File: src/rtl/core/chroma_mask_blob_centroid_top_defines.svh
// Assertion macros shared by the chroma mask blob centroid RTL.
`ifndef CHROMA_MASK_BLOB_CENTROID_TOP_DEFINES_SVH
`define CHROMA_MASK_BLOB_CENTROID_TOP_DEFINES_SVH

// Same-cycle implication, disabled while reset is high.
`define CMBC_ASSERT_IMPLY(lbl, clk, rst, ante, cons) \
   lbl: assert property (@(posedge clk) disable iff (rst) (ante) |-> (cons)) \
      else $error("cmbc: same-cycle check failed");

// Next-cycle implication, disabled while reset is high.
`define CMBC_ASSERT_NEXT(lbl, clk, rst, ante, cons) \
   lbl: assert property (@(posedge clk) disable iff (rst) (ante) |=> (cons)) \
      else $error("cmbc: next-cycle check failed");

`endif

File: src/rtl/core/cmbc_pkg.sv
`timescale 1ns / 1ps
// Shared types and constants of the chroma mask blob centroid block.
package cmbc_pkg;

   localparam int MAX_COLS   = 2048;
   localparam int MAX_ROWS   = 2048;

   localparam int COLOR_W    = 8;
   localparam int POS_W      = 11;
   localparam int POS_CMP_W  = 14;
   localparam int COUNT_W    = 23;
   localparam int SUM_W      = 34;
   localparam int S_W        = 10;
   localparam int LHS_W      = 18;
   localparam int PROD_W     = 20;

   localparam int QUEUE_DEPTH = 8;
   localparam int QUEUE_PTR_W = 3;
   localparam int QUEUE_LVL_W = 4;

   localparam int DIV_W      = 35;
   localparam int REM_W      = 24;
   localparam int DIV_CNT_W  = 6;
   localparam logic [DIV_CNT_W-1:0] DIV_LAST = DIV_CNT_W'(DIV_W - 1);

   localparam int CSR_INDEX_W = 8;
   localparam int CSR_DATA_W  = 32;

   localparam logic [CSR_INDEX_W-1:0] CSR_RED_THRESHOLD        = 8'd0;
   localparam logic [CSR_INDEX_W-1:0] CSR_GREEN_THRESHOLD      = 8'd1;
   localparam logic [CSR_INDEX_W-1:0] CSR_BRIGHTNESS_THRESHOLD = 8'd2;
   localparam logic [CSR_INDEX_W-1:0] CSR_MIN_PIXELS           = 8'd3;

   localparam logic [COUNT_W-1:0] COUNT_MAX        = 23'h7FFFFF;
   localparam logic [COUNT_W-1:0] MIN_PIXELS_RESET = 23'd50;
   localparam logic [COLOR_W-1:0] THRESHOLD_TOP    = 8'hFF;

   typedef struct packed {
      logic [COLOR_W-1:0] red_thr;
      logic [COLOR_W-1:0] green_thr;
      logic [COLOR_W-1:0] bright_thr;
      logic [COUNT_W-1:0] min_pixels;
   } cfg_type;

   typedef struct packed {
      logic             match;
      logic [POS_W-1:0] col;
      logic [POS_W-1:0] row;
      logic             frame_end;
   } pix_entry_type;

   typedef struct packed {
      logic                   full;
      logic                   empty;
      logic [QUEUE_LVL_W-1:0] level;
   } queue_status_type;

endpackage

File: src/rtl/core/cmbc_if.sv
`timescale 1ns / 1ps
// Pixel, result and register-write channel interfaces.
interface cmbc_req_if;
   logic                         valid;
   logic                         ready;
   logic [cmbc_pkg::COLOR_W-1:0] red;
   logic [cmbc_pkg::COLOR_W-1:0] green;
   logic [cmbc_pkg::COLOR_W-1:0] blue;
   logic [cmbc_pkg::POS_W-1:0]   col;
   logic [cmbc_pkg::POS_W-1:0]   row;
   logic                         frame_end;

   modport source (output valid, red, green, blue, col, row, frame_end, input ready);
   modport sink   (input valid, red, green, blue, col, row, frame_end, output ready);
endinterface

interface cmbc_rsp_if;
   logic                         valid;
   logic                         ready;
   logic                         found;
   logic [cmbc_pkg::POS_W-1:0]   centroid_col;
   logic [cmbc_pkg::POS_W-1:0]   centroid_row;
   logic [cmbc_pkg::COUNT_W-1:0] match_count;

   modport source (output valid, found, centroid_col, centroid_row, match_count,
                   input ready);
   modport sink   (input valid, found, centroid_col, centroid_row, match_count,
                   output ready);
endinterface

interface cmbc_csr_if;
   logic                             valid;
   logic                             ready;
   logic [cmbc_pkg::CSR_INDEX_W-1:0] index;
   logic [cmbc_pkg::CSR_DATA_W-1:0]  data;

   modport source (output valid, index, data, input ready);
   modport sink   (input valid, index, data, output ready);
endinterface

File: src/rtl/core/cmbc_queue.sv
`timescale 1ns / 1ps
// Short queue of classified pixels between front and back.
module cmbc_queue (
   input  logic                       clock,
   input  logic                       reset,
   input  logic                       push,
   input  cmbc_pkg::pix_entry_type    push_data,
   input  logic                       pop,
   output cmbc_pkg::pix_entry_type    head,
   output cmbc_pkg::queue_status_type status
);

   cmbc_pkg::pix_entry_type entries_ff [cmbc_pkg::QUEUE_DEPTH];

   logic [cmbc_pkg::QUEUE_PTR_W-1:0] wr_ptr_ff, wr_ptr_in;
   logic [cmbc_pkg::QUEUE_PTR_W-1:0] rd_ptr_ff, rd_ptr_in;
   logic [cmbc_pkg::QUEUE_LVL_W-1:0] level_ff, level_in;

   always_comb begin
      wr_ptr_in = push ? wr_ptr_ff + 1'b1 : wr_ptr_ff;
      rd_ptr_in = pop ? rd_ptr_ff + 1'b1 : rd_ptr_ff;
      level_in  = level_ff + cmbc_pkg::QUEUE_LVL_W'(push)
                  - cmbc_pkg::QUEUE_LVL_W'(pop);
   end

   always_ff @(posedge clock) begin
      if (reset) begin
         wr_ptr_ff <= '0;
         rd_ptr_ff <= '0;
         level_ff  <= '0;
      end else begin
         wr_ptr_ff <= wr_ptr_in;
         rd_ptr_ff <= rd_ptr_in;
         level_ff  <= level_in;
      end
   end

   always_ff @(posedge clock) begin
      if (push) begin
         entries_ff[wr_ptr_ff] <= push_data;
      end
   end

   assign head         = entries_ff[rd_ptr_ff];
   assign status.level = level_ff;
   assign status.empty = (level_ff == '0);
   assign status.full  = (level_ff == cmbc_pkg::QUEUE_LVL_W'(cmbc_pkg::QUEUE_DEPTH));

endmodule

File: src/rtl/core/cmbc_front.sv
`timescale 1ns / 1ps
// Front end: takes pixels and classifies them against the colour mask.
module cmbc_front (
   input  logic                             clock,
   input  logic                             reset,
   cmbc_req_if.sink                         req,
   input  cmbc_pkg::cfg_type                cfg,
   input  logic [cmbc_pkg::QUEUE_LVL_W-1:0] queue_level,
   output logic                             push,
   output cmbc_pkg::pix_entry_type          push_data
);

   localparam int CREDIT_W = cmbc_pkg::QUEUE_LVL_W + 1;

   logic accept;

   // stage a: raw pixel
   logic                         a_valid_ff;
   logic [cmbc_pkg::COLOR_W-1:0] a_red_ff, a_green_ff, a_blue_ff;
   logic [cmbc_pkg::POS_W-1:0]   a_col_ff, a_row_ff;
   logic                         a_last_ff;

   logic [cmbc_pkg::S_W-1:0]   a_sum;
   logic [cmbc_pkg::LHS_W-1:0] a_red_lhs, a_green_lhs;
   logic                       a_inside;

   // stage b: sum and scaled numerators
   logic                       b_valid_ff;
   logic [cmbc_pkg::S_W-1:0]   b_sum_ff;
   logic [cmbc_pkg::LHS_W-1:0] b_red_lhs_ff, b_green_lhs_ff;
   logic [cmbc_pkg::POS_W-1:0] b_col_ff, b_row_ff;
   logic                       b_last_ff, b_inside_ff;

   logic [cmbc_pkg::S_W:0]        b_two_s;
   logic [cmbc_pkg::COLOR_W:0]    red_k, green_k;
   logic [cmbc_pkg::PROD_W-1:0]   red_rhs, green_rhs;
   logic [cmbc_pkg::S_W:0]        bright_lhs, bright_rhs;
   logic                          red_ok, green_ok, bright_ok;

   // Credit check: everything in flight must find room in the queue.
   assign req.ready = (CREDIT_W'(queue_level) + CREDIT_W'(a_valid_ff)
                       + CREDIT_W'(b_valid_ff)) < CREDIT_W'(cmbc_pkg::QUEUE_DEPTH);
   assign accept    = req.valid && req.ready;

   always_comb begin
      a_sum       = cmbc_pkg::S_W'(a_red_ff) + cmbc_pkg::S_W'(a_green_ff)
                    + cmbc_pkg::S_W'(a_blue_ff);
      a_red_lhs   = cmbc_pkg::LHS_W'({a_red_ff, 9'd0}) + cmbc_pkg::LHS_W'(a_sum);
      a_green_lhs = cmbc_pkg::LHS_W'({a_green_ff, 9'd0}) + cmbc_pkg::LHS_W'(a_sum);
      a_inside    = (cmbc_pkg::POS_CMP_W'(a_col_ff)
                     < cmbc_pkg::POS_CMP_W'(cmbc_pkg::MAX_COLS))
                    && (cmbc_pkg::POS_CMP_W'(a_row_ff)
                     < cmbc_pkg::POS_CMP_W'(cmbc_pkg::MAX_ROWS));
   end

   // round(256c/s) > t  <=>  512c + s >= 2s(t+1), saturation and s = 0 apart
   always_comb begin
      b_two_s    = {b_sum_ff, 1'b0};
      red_k      = {1'b0, cfg.red_thr} + 9'd1;
      green_k    = {1'b0, cfg.green_thr} + 9'd1;
      red_rhs    = cmbc_pkg::PROD_W'(red_k) * cmbc_pkg::PROD_W'(b_two_s);
      green_rhs  = cmbc_pkg::PROD_W'(green_k) * cmbc_pkg::PROD_W'(b_two_s);
      bright_lhs = {1'b0, b_sum_ff} + 11'd1;
      bright_rhs = (11'(cfg.bright_thr) * 11'd3) + 11'd3;

      red_ok    = (b_sum_ff != '0) && (cfg.red_thr != cmbc_pkg::THRESHOLD_TOP)
                  && (cmbc_pkg::PROD_W'(b_red_lhs_ff) >= red_rhs);
      green_ok  = (b_sum_ff == '0) || (cfg.green_thr == cmbc_pkg::THRESHOLD_TOP)
                  || (cmbc_pkg::PROD_W'(b_green_lhs_ff) < green_rhs);
      bright_ok = bright_lhs >= bright_rhs;
   end

   always_ff @(posedge clock) begin
      if (reset) begin
         a_valid_ff <= 1'b0;
         b_valid_ff <= 1'b0;
      end else begin
         a_valid_ff <= accept;
         b_valid_ff <= a_valid_ff;
      end
   end

   always_ff @(posedge clock) begin
      if (accept) begin
         a_red_ff   <= req.red;
         a_green_ff <= req.green;
         a_blue_ff  <= req.blue;
         a_col_ff   <= req.col;
         a_row_ff   <= req.row;
         a_last_ff  <= req.frame_end;
      end
      b_sum_ff       <= a_sum;
      b_red_lhs_ff   <= a_red_lhs;
      b_green_lhs_ff <= a_green_lhs;
      b_col_ff       <= a_col_ff;
      b_row_ff       <= a_row_ff;
      b_last_ff      <= a_last_ff;
      b_inside_ff    <= a_inside;
   end

   assign push                = b_valid_ff;
   assign push_data.match     = b_inside_ff && red_ok && green_ok && bright_ok;
   assign push_data.col       = b_col_ff;
   assign push_data.row       = b_row_ff;
   assign push_data.frame_end = b_last_ff;

endmodule

File: src/rtl/core/cmbc_back.sv
`timescale 1ns / 1ps
// Back end: accumulates matches and works out the centroid at frame end.
module cmbc_back (
   input  logic                          clock,
   input  logic                          reset,
   input  cmbc_pkg::pix_entry_type       head,
   input  logic                          queue_empty,
   output logic                          pop,
   input  logic [cmbc_pkg::COUNT_W-1:0]  min_pixels,
   cmbc_rsp_if.source                    rsp
);

   typedef enum logic [4:0] {
      ST_RUN     = 5'b00001,
      ST_SETUP   = 5'b00010,
      ST_DIV_COL = 5'b00100,
      ST_DIV_ROW = 5'b01000,
      ST_LOAD    = 5'b10000
   } back_state_type;

   back_state_type state_ff, state_in;

   logic [cmbc_pkg::COUNT_W-1:0] acc_count_ff, acc_count_in;
   logic [cmbc_pkg::SUM_W-1:0]   acc_col_ff, acc_col_in;
   logic [cmbc_pkg::SUM_W-1:0]   acc_row_ff, acc_row_in;

   logic [cmbc_pkg::COUNT_W-1:0] fin_count_ff, fin_count_in;
   logic [cmbc_pkg::SUM_W-1:0]   fin_col_ff, fin_col_in;
   logic [cmbc_pkg::SUM_W-1:0]   fin_row_ff, fin_row_in;

   logic [cmbc_pkg::DIV_W-1:0]     div_quo_ff, div_quo_in;
   logic [cmbc_pkg::REM_W-1:0]     div_rem_ff, div_rem_in;
   logic [cmbc_pkg::DIV_CNT_W-1:0] div_cnt_ff, div_cnt_in;
   logic [cmbc_pkg::POS_W-1:0]     mean_col_ff, mean_col_in;
   logic [cmbc_pkg::POS_W-1:0]     mean_row_ff, mean_row_in;

   logic                         rsp_valid_ff, rsp_valid_in;
   logic                         rsp_found_ff, rsp_found_in;
   logic [cmbc_pkg::POS_W-1:0]   rsp_col_ff, rsp_col_in;
   logic [cmbc_pkg::POS_W-1:0]   rsp_row_ff, rsp_row_in;
   logic [cmbc_pkg::COUNT_W-1:0] rsp_count_ff, rsp_count_in;

   logic                         add;
   logic [cmbc_pkg::COUNT_W-1:0] new_count;
   logic [cmbc_pkg::SUM_W-1:0]   new_col, new_row;
   logic [cmbc_pkg::DIV_W-1:0]   half_count;
   logic [cmbc_pkg::REM_W-1:0]   rem_sh, rem_diff;
   logic                         rem_ge;
   logic [cmbc_pkg::DIV_W-1:0]   step_quo;
   logic [cmbc_pkg::REM_W-1:0]   step_rem;

   assign pop = (state_ff == ST_RUN) && !queue_empty;

   always_comb begin
      add       = pop && head.match && (acc_count_ff != cmbc_pkg::COUNT_MAX);
      new_count = acc_count_ff + cmbc_pkg::COUNT_W'(add);
      new_col   = acc_col_ff + (add ? cmbc_pkg::SUM_W'(head.col) : '0);
      new_row   = acc_row_ff + (add ? cmbc_pkg::SUM_W'(head.row) : '0);
   end

   // one restoring division step: a quotient bit per cycle
   always_comb begin
      half_count = cmbc_pkg::DIV_W'(fin_count_ff[cmbc_pkg::COUNT_W-1:1]);
      rem_sh     = {div_rem_ff[cmbc_pkg::REM_W-2:0], div_quo_ff[cmbc_pkg::DIV_W-1]};
      rem_ge     = rem_sh >= cmbc_pkg::REM_W'(fin_count_ff);
      rem_diff   = rem_sh - cmbc_pkg::REM_W'(fin_count_ff);
      step_rem   = rem_ge ? rem_diff : rem_sh;
      step_quo   = {div_quo_ff[cmbc_pkg::DIV_W-2:0], rem_ge};
   end

   always_comb begin
      state_in     = state_ff;
      acc_count_in = acc_count_ff;
      acc_col_in   = acc_col_ff;
      acc_row_in   = acc_row_ff;
      fin_count_in = fin_count_ff;
      fin_col_in   = fin_col_ff;
      fin_row_in   = fin_row_ff;
      div_quo_in   = div_quo_ff;
      div_rem_in   = div_rem_ff;
      div_cnt_in   = div_cnt_ff;
      mean_col_in  = mean_col_ff;
      mean_row_in  = mean_row_ff;
      rsp_valid_in = rsp_valid_ff && !rsp.ready;
      rsp_found_in = rsp_found_ff;
      rsp_col_in   = rsp_col_ff;
      rsp_row_in   = rsp_row_ff;
      rsp_count_in = rsp_count_ff;

      unique case (state_ff)
         ST_RUN: begin
            if (pop) begin
               if (head.frame_end) begin
                  fin_count_in = new_count;
                  fin_col_in   = new_col;
                  fin_row_in   = new_row;
                  acc_count_in = '0;
                  acc_col_in   = '0;
                  acc_row_in   = '0;
                  state_in     = ST_SETUP;
               end else begin
                  acc_count_in = new_count;
                  acc_col_in   = new_col;
                  acc_row_in   = new_row;
               end
            end
         end
         ST_SETUP: begin
            div_quo_in = cmbc_pkg::DIV_W'(fin_col_ff) + half_count;
            div_rem_in = '0;
            div_cnt_in = '0;
            state_in   = ST_DIV_COL;
         end
         ST_DIV_COL: begin
            div_quo_in = step_quo;
            div_rem_in = step_rem;
            div_cnt_in = div_cnt_ff + 1'b1;
            if (div_cnt_ff == cmbc_pkg::DIV_LAST) begin
               mean_col_in = step_quo[cmbc_pkg::POS_W-1:0];
               div_quo_in  = cmbc_pkg::DIV_W'(fin_row_ff) + half_count;
               div_rem_in  = '0;
               div_cnt_in  = '0;
               state_in    = ST_DIV_ROW;
            end
         end
         ST_DIV_ROW: begin
            div_quo_in = step_quo;
            div_rem_in = step_rem;
            div_cnt_in = div_cnt_ff + 1'b1;
            if (div_cnt_ff == cmbc_pkg::DIV_LAST) begin
               mean_row_in = step_quo[cmbc_pkg::POS_W-1:0];
               state_in    = ST_LOAD;
            end
         end
         ST_LOAD: begin
            if (!rsp_valid_ff || rsp.ready) begin
               rsp_valid_in = 1'b1;
               rsp_found_in = fin_count_ff >= min_pixels;
               rsp_count_in = fin_count_ff;
               // an empty frame divides by zero: centroid reads as 0
               rsp_col_in   = (fin_count_ff == '0) ? '0 : mean_col_ff;
               rsp_row_in   = (fin_count_ff == '0) ? '0 : mean_row_ff;
               state_in     = ST_RUN;
            end
         end
         default: begin
            state_in = ST_RUN;
         end
      endcase
   end

   always_ff @(posedge clock) begin
      if (reset) begin
         state_ff     <= ST_RUN;
         acc_count_ff <= '0;
         acc_col_ff   <= '0;
         acc_row_ff   <= '0;
         rsp_valid_ff <= 1'b0;
      end else begin
         state_ff     <= state_in;
         acc_count_ff <= acc_count_in;
         acc_col_ff   <= acc_col_in;
         acc_row_ff   <= acc_row_in;
         rsp_valid_ff <= rsp_valid_in;
      end
   end

   always_ff @(posedge clock) begin
      fin_count_ff <= fin_count_in;
      fin_col_ff   <= fin_col_in;
      fin_row_ff   <= fin_row_in;
      div_quo_ff   <= div_quo_in;
      div_rem_ff   <= div_rem_in;
      div_cnt_ff   <= div_cnt_in;
      mean_col_ff  <= mean_col_in;
      mean_row_ff  <= mean_row_in;
      rsp_found_ff <= rsp_found_in;
      rsp_col_ff   <= rsp_col_in;
      rsp_row_ff   <= rsp_row_in;
      rsp_count_ff <= rsp_count_in;
   end

   assign rsp.valid        = rsp_valid_ff;
   assign rsp.found        = rsp_found_ff;
   assign rsp.centroid_col = rsp_col_ff;
   assign rsp.centroid_row = rsp_row_ff;
   assign rsp.match_count  = rsp_count_ff;

endmodule

File: src/rtl/core/chroma_mask_blob_centroid_top.sv
`timescale 1ns / 1ps
// Chroma mask blob centroid top level. Pixels arrive one per transaction on
// req_chan and are classified by rg chromaticity and brightness in a two-stage
// front pipeline; matches are counted and their positions summed by the back
// end, which sits behind an eight-entry queue. The block takes one pixel per
// clock while the credit check finds room in the queue. On the pixel marked
// frame_end the back end runs a shared restoring divider, one quotient bit per
// cycle, first for the column then for the row mean, and then loads the result
// on rsp_chan. The front keeps taking pixels during that time until eight are
// held in the queue and its two stages together. Registers are written on
// csr_chan, which is always ready; writes to an unknown index are dropped.
`include "chroma_mask_blob_centroid_top_defines.svh"

module chroma_mask_blob_centroid_top (
   input  logic        clock,
   input  logic        reset,
   cmbc_req_if.sink    req_chan,
   cmbc_rsp_if.source  rsp_chan,
   cmbc_csr_if.sink    csr_chan
);

   cmbc_pkg::cfg_type cfg_ff, cfg_in;

   logic                       q_push;
   logic                       q_pop;
   cmbc_pkg::pix_entry_type    q_push_data;
   cmbc_pkg::pix_entry_type    q_head;
   cmbc_pkg::queue_status_type q_status;

   logic                       rsp_empty_frame;
   logic                       rsp_centroid_zero;

   assign csr_chan.ready = 1'b1;

   always_comb begin
      cfg_in = cfg_ff;
      if (csr_chan.valid) begin
         unique case (csr_chan.index)
            cmbc_pkg::CSR_RED_THRESHOLD:
               cfg_in.red_thr = csr_chan.data[cmbc_pkg::COLOR_W-1:0];
            cmbc_pkg::CSR_GREEN_THRESHOLD:
               cfg_in.green_thr = csr_chan.data[cmbc_pkg::COLOR_W-1:0];
            cmbc_pkg::CSR_BRIGHTNESS_THRESHOLD:
               cfg_in.bright_thr = csr_chan.data[cmbc_pkg::COLOR_W-1:0];
            cmbc_pkg::CSR_MIN_PIXELS:
               cfg_in.min_pixels = csr_chan.data[cmbc_pkg::COUNT_W-1:0];
            default: begin
            end
         endcase
      end
   end

   always_ff @(posedge clock) begin
      if (reset) begin
         cfg_ff.red_thr    <= '0;
         cfg_ff.green_thr  <= '0;
         cfg_ff.bright_thr <= '0;
         cfg_ff.min_pixels <= cmbc_pkg::MIN_PIXELS_RESET;
      end else begin
         cfg_ff <= cfg_in;
      end
   end

   cmbc_front u_front (
      .clock       (clock),
      .reset       (reset),
      .req         (req_chan),
      .cfg         (cfg_ff),
      .queue_level (q_status.level),
      .push        (q_push),
      .push_data   (q_push_data)
   );

   cmbc_queue u_queue (
      .clock     (clock),
      .reset     (reset),
      .push      (q_push),
      .push_data (q_push_data),
      .pop       (q_pop),
      .head      (q_head),
      .status    (q_status)
   );

   cmbc_back u_back (
      .clock       (clock),
      .reset       (reset),
      .head        (q_head),
      .queue_empty (q_status.empty),
      .pop         (q_pop),
      .min_pixels  (cfg_ff.min_pixels),
      .rsp         (rsp_chan)
   );

   assign rsp_empty_frame   = rsp_chan.valid && (rsp_chan.match_count == '0);
   assign rsp_centroid_zero = (rsp_chan.centroid_col == '0)
                              && (rsp_chan.centroid_row == '0);

   // credit accounting must keep the queue from overflowing
   `CMBC_ASSERT_IMPLY(a_push_has_room, clock, reset, q_push, !q_status.full)
   `CMBC_ASSERT_IMPLY(a_pop_not_empty, clock, reset, q_pop, !q_status.empty)
   `CMBC_ASSERT_NEXT(a_push_fills, clock, reset, q_push && !q_pop, !q_status.empty)
   `CMBC_ASSERT_IMPLY(a_empty_frame_zero, clock, reset, rsp_empty_frame, rsp_centroid_zero)

endmodule
File: src/flat_wrapper.sv
// flat-port wrapper written by rule: the top's interface ports become plain ports
module chroma_mask_blob_centroid_top_flat 
  (clock, reset, req_chan_valid, req_chan_red, req_chan_green, req_chan_blue, req_chan_col, req_chan_row, req_chan_frame_end, req_chan_ready, rsp_chan_valid, rsp_chan_found, rsp_chan_centroid_col, rsp_chan_centroid_row, rsp_chan_match_count, rsp_chan_ready, csr_chan_valid, csr_chan_index, csr_chan_data, csr_chan_ready);
  cmbc_req_if req_chan_i ();
  cmbc_rsp_if rsp_chan_i ();
  cmbc_csr_if csr_chan_i ();
  input  logic clock;
  input  logic reset;
  input wire logic [$bits(req_chan_i.valid)-1:0] req_chan_valid;
  input wire logic [$bits(req_chan_i.red)-1:0] req_chan_red;
  input wire logic [$bits(req_chan_i.green)-1:0] req_chan_green;
  input wire logic [$bits(req_chan_i.blue)-1:0] req_chan_blue;
  input wire logic [$bits(req_chan_i.col)-1:0] req_chan_col;
  input wire logic [$bits(req_chan_i.row)-1:0] req_chan_row;
  input wire logic [$bits(req_chan_i.frame_end)-1:0] req_chan_frame_end;
  output wire logic [$bits(req_chan_i.ready)-1:0] req_chan_ready;
  output wire logic [$bits(rsp_chan_i.valid)-1:0] rsp_chan_valid;
  output wire logic [$bits(rsp_chan_i.found)-1:0] rsp_chan_found;
  output wire logic [$bits(rsp_chan_i.centroid_col)-1:0] rsp_chan_centroid_col;
  output wire logic [$bits(rsp_chan_i.centroid_row)-1:0] rsp_chan_centroid_row;
  output wire logic [$bits(rsp_chan_i.match_count)-1:0] rsp_chan_match_count;
  input wire logic [$bits(rsp_chan_i.ready)-1:0] rsp_chan_ready;
  input wire logic [$bits(csr_chan_i.valid)-1:0] csr_chan_valid;
  input wire logic [$bits(csr_chan_i.index)-1:0] csr_chan_index;
  input wire logic [$bits(csr_chan_i.data)-1:0] csr_chan_data;
  output wire logic [$bits(csr_chan_i.ready)-1:0] csr_chan_ready;
  assign req_chan_i.valid = req_chan_valid;
  assign req_chan_i.red = req_chan_red;
  assign req_chan_i.green = req_chan_green;
  assign req_chan_i.blue = req_chan_blue;
  assign req_chan_i.col = req_chan_col;
  assign req_chan_i.row = req_chan_row;
  assign req_chan_i.frame_end = req_chan_frame_end;
  assign req_chan_ready = req_chan_i.ready;
  assign rsp_chan_valid = rsp_chan_i.valid;
  assign rsp_chan_found = rsp_chan_i.found;
  assign rsp_chan_centroid_col = rsp_chan_i.centroid_col;
  assign rsp_chan_centroid_row = rsp_chan_i.centroid_row;
  assign rsp_chan_match_count = rsp_chan_i.match_count;
  assign rsp_chan_i.ready = rsp_chan_ready;
  assign csr_chan_i.valid = csr_chan_valid;
  assign csr_chan_i.index = csr_chan_index;
  assign csr_chan_i.data = csr_chan_data;
  assign csr_chan_ready = csr_chan_i.ready;
  chroma_mask_blob_centroid_top u_core (.clock(clock), .reset(reset), .req_chan(req_chan_i), .rsp_chan(rsp_chan_i), .csr_chan(csr_chan_i));
endmodule
File: config.mk
export PLATFORM = sky130hd
export DESIGN_NAME = chroma_mask_blob_centroid_top_flat
export DESIGN_NICKNAME = d
export VERILOG_FILES = /design/src/rtl/core/cmbc_pkg.sv /design/src/rtl/core/cmbc_if.sv /design/src/rtl/core/cmbc_queue.sv /design/src/rtl/core/cmbc_front.sv /design/src/rtl/core/cmbc_back.sv /design/src/rtl/core/chroma_mask_blob_centroid_top.sv /design/src/flat_wrapper.sv
export VERILOG_INCLUDE_DIRS = /design/src /design/src/rtl/core
export SDC_FILE = /design/constraint.sdc
export NUM_CORES = 2
export LEC_CHECK = 0
export BUFFER_PORTS_ARGS = -buffer_cell sky130_fd_sc_hd__buf_2
export CORE_UTILIZATION = 60
export DETAILED_ROUTE_END_ITERATION = 8
export PLACE_DENSITY = 0.9
export SETUP_SLACK_MARGIN = 0.4
export SYNTH_ARGS = -nofsm -noshare
export SYNTH_HDL_FRONTEND = slang
export SYNTH_SLANG_ARGS = --single-unit
File: constraint.sdc
create_clock -name clock -period 17.4 [get_ports clock]
set_clock_uncertainty 0.1 [all_clocks]
set_input_delay 2.61 -clock clock [delete_from_list [all_inputs] [get_ports clock]]
set_output_delay 2.61 -clock clock [all_outputs]
set_load 0.02 [all_outputs]
==> flow_metrics.env <==
export IMPL_cts_buffers=70
export IMPL_async_flop_share_pct=0
export IMPL_clk_path_buf_depth=3
export IMPL_setup_viol=0
export IMPL_use_met1_pct=35.6
export IMPL_p_leak_nw=17.3
export IMPL_r2r_cells=25
export IMPL_powerDensity_nw_per_um2=142
export IMPL_p_sw_mw=2.24
export IMPL_viasPerCell=6.11
export IMPL_first_pass_iters=9
export IMPL_clkPwrFrac_pct=26.1
export IMPL_required_ns=17.62
export IMPL_holdBufCountCts=0
export IMPL_fp_row_count=92
export IMPL_critical_path_max_fanout=14
export IMPL_grtUsageMet2_pct=44.9
export IMPL_cts_tree="done"
export IMPL_dieArea_um2=65700
export IMPL_status="finished clean"
export IMPL_start_kind="flip-flop"
export IMPL_yosysUniqueCellTypes=98
export IMPL_drt_iter0_drc=3061
export IMPL_io_pins=141
export IMPL_drcViolationCount=0
export IMPL_cts_repair_resized=0
export IMPL_grt_first_pass_wirelength_um=142000
export IMPL_clock_sinks=672
export IMPL_cts_setup_buffers=0
export IMPL_ys_seq_area_share_pct=46.6
export IMPL_final_area_um2=42800
export IMPL_rsz0062_at_grt="no"
export IMPL_wirelength_um=88500
export IMPL_hold_viol=0
export IMPL_num_vias=27800
export IMPL_synth_top_area_cell="edfxtp_1"
export IMPL_num_antenna_cells=0
export IMPL_synth_top_cell_area_share_pct=35.7
export IMPL_dpl_hpwl_um=58700
export IMPL_pwr_share_comb_pct=37.3
export IMPL_intPower_mw=3.86
export IMPL_antenna_found_initial=0
export IMPL_syn_area_per_cell_um2=11.0
export IMPL_seq_power_share_pct=36.6
export IMPL_swShare_pct=36.7
export IMPL_die_h_um=256
export IMPL_cts_htree_levels=3
export IMPL_worstMarginPinSlew_ns=1.27
export IMPL_gp_congestion=0.935
export IMPL_netlist_instances=3528
export IMPL_ir_drop_uv=121
export IMPL_floorplan_core_area_um2=63500
export IMPL_drive_above_1_share_pct=10.5
export IMPL_fmax_mhz=124
export IMPL_fp_dieW_um=256
export IMPL_ys_warn_count=0
export IMPL_slew_violations=0
export IMPL_layout_min_cycle_time_ns=8.04
export IMPL_nets=4137
export IMPL_netlist_area_um2=38800
export IMPL_clkTransAtPathRegs_ns=0.06
export IMPL_syn_nets=4026
export IMPL_hp_class="flip-flop to flip-flop"
export IMPL_syn2layout_area_growth_pct=10.4
export IMPL_root_buffer="clkbuf_16"
export IMPL_synth_seq_cells=672
export IMPL_grt_overflow=0
export IMPL_grt_max_degree=98
export IMPL_endpoint_kind="flip-flop"
export IMPL_synth_area_leaders="edfxtp_1 36%, dfxtp_1 11%, ha_1 8.9%"
export IMPL_track_usage_pct=27.1
export IMPL_synth_edf_count=462
export IMPL_min_path_cells=0
export IMPL_fin_setup_tns_ns=0
export IMPL_port_buffers=130
export IMPL_max_slew_margin_pct=15.3
export IMPL_dpl_cell_area_um2=40400
export IMPL_wl_per_cell_um=19.5
export IMPL_crit_type="flip-flop to flip-flop"
export IMPL_grt_util_met3_pct=4.57
export IMPL_synth_top_flop_cell="edfxtp_1"
export IMPL_grt_busiest_layer="met2"
export IMPL_drv_cap=0
export IMPL_ant_nets=0
export IMPL_fin_crit_sh_pct=46.2
export IMPL_initial_utilization_pct=61.1
export IMPL_clock_latency_ns=0.63
export IMPL_cp_arrival_ns=8.26
export IMPL_grt_pass1_vias=26900
export IMPL_power_mw=6.09
==> sequential cells by signal (all words and copies together) (netlist names), 9 cells and up, named ones only <==
signal and cells:
u_core.u_queue.entries_ff 192, u_core.u_back.div_rem_ff 23, u_core.u_front.b_row_ff 11, u_core.u_back.fin_col_ff 34
u_core.u_front.a_col_ff 11, u_core.u_front.a_row_ff 11, u_core.u_back.mean_col_ff 11, u_core.u_back.acc_count_ff 23
u_core.u_front.b_red_lhs_ff 9, u_core.cfg_ff 47, u_core.u_back.acc_row_ff 34, u_core.u_back.div_quo_ff 35
u_core.u_back.rsp.match_count 23, u_core.u_back.acc_col_ff 34, u_core.u_back.rsp.centroid_row 11, u_core.u_back.mean_row_ff 11
u_core.u_front.b_col_ff 11, u_core.u_back.rsp.centroid_col 11, u_core.u_back.fin_row_ff 34, u_core.u_back.fin_count_ff 23
u_core.u_front.b_green_lhs_ff 18
==> kinds of logic (layout without fill, tap and decap cells) <==
family	after synthesis	count (layout)	share of synthesized area, %
adder cells (fa/ha/maj)	406	406	15.6
XOR/XNOR	232	232	5.23
flip-flops	672	672	46.6
AND/OR/NAND/NOR	1010	1010	12.8
buffers and inverters	435	604	4.31
multiplexers	106	106	4.30
other	1	1	0.00966
AO/OA/AOI/OAI	666	666	11.2
==> metal layers <==
metal	routed length, um	vias to the layer above	part of all wire, %
met5	0	-	0
met4	3320	0	3.7
met3	7030	249	7.9
met2	42500	1317	48
met1	35700	13400	40
li1	-	12800	-
==> placed cells by master, fill, tap and decap left out, types with 39 or more instances in the layout <==
master     count
mux4_2        48
and3_1        40
inv_1        308
nand3_1      104
a21o_1        66
a31oi_1       39
xor2_1        84
and2_1        59
nor2_1       237
a21oi_1      210
dfxtp_1      208
ha_1         277
edfxtp_1     462
buf_2        129
nand2_1      275
o21ai_0      123
fa_1         129
xnor2_1      148
nor2b_1       68
clkbuf_16     75
mux2i_1       55
nand2b_1      46
==> path summary, 6_finish.rpt <==
path                                        startpoint                                          to  slack (ns)
setup / recovery        u_core.cfg_ff[39]$_SDFFE_PP0P_  u_core.u_queue.entries_ff[0][23]$_DFFE_PP_        9.36
hold / removal    u_core.u_front.a_row_ff[7]$_DFFE_PP_          u_core.u_front.b_row_ff[7]$_DFF_P_        0.24
setup reg to reg        u_core.cfg_ff[39]$_SDFFE_PP0P_  u_core.u_queue.entries_ff[0][23]$_DFFE_PP_        9.36
hold reg to reg   u_core.u_front.a_row_ff[7]$_DFFE_PP_          u_core.u_front.b_row_ff[7]$_DFF_P_        0.24
==> cell usage after synthesis (all sizes together), types with 16 or more instances <==
library cell    n
clkbuf        100
edfxtp        462
nand3         107
fa            129
ha            277
nor3           36
buf            24
and2           62
a21oi         212
dfxtp         210
a22oi          35
o21a           22
inv           309
a21o           66
xnor2         148
xor2           84
nand2         276
nand4          26
a211oi         20
nor2b          69
nand2b         46
mux4           48
a31oi          39
o31ai          18
nor2          247
and3           41
o21bai         21
nor4           16
or3            29
o21ai         132
mux2i          56
==> stage by stage <==
stage          util [%]  instances  setup WS (ns)  hold WS [ns]
2_1_floorplan         -       3528          10.99         0.223
3_3_place_gp       63.5       4413          10.13         0.226
3_5_place_dp       63.5       4413           9.82         0.227
4_1_cts            67.4       4543           9.53         0.240
5_1_grt            67.4       4543           8.89         0.247
6_report           67.4       4543           9.36         0.239
==> critical path: stages, from the launching register on <==
cell,delay (ns)
dfxtp_1,0.61
ha_1,0.29
xor2_1,0.67
nand2_1,0.18
fa_1,0.56
inv_1,0.05
fa_1,0.46
ha_1,0.29
inv_1,0.05
fa_1,0.53
inv_1,0.07
fa_1,0.46
a21o_1,0.19
a21oi_1,0.29
o21bai_1,0.14
a2111oi_0,0.63
nor3_1,0.23
a31o_2,0.33
a31oi_1,0.24
xor2_1,0.15
ha_1,0.24
nor4_1,0.38
a21oi_1,0.11
nand3_1,0.08
a41oi_1,0.04
and4_1,0.33
==> final cells by class <==
cell class	count	area (um2)
Sequential cell	672	18100
Clock inverter	32	430
Clock buffer	98	2030
Timing Repair Buffer	163	901
Tap cell	846	1060
Fill cell	4301	20700
Inverter	311	1170
Multi-Input combinational cell	2421	19200
==> power groups by stage <==
stage	registers, mW	clock network [mW]	logic, mW
finish	2.23	1.59	2.27
global route	2.24	1.66	2.49
CTS	2.22	1.60	2.24
detailed placement	2.25	0	2.20
global placement	2.24	0	2.12
floorplan	2.14	0	1.70
No activity file was read; power rests on OpenSTA's default activity.
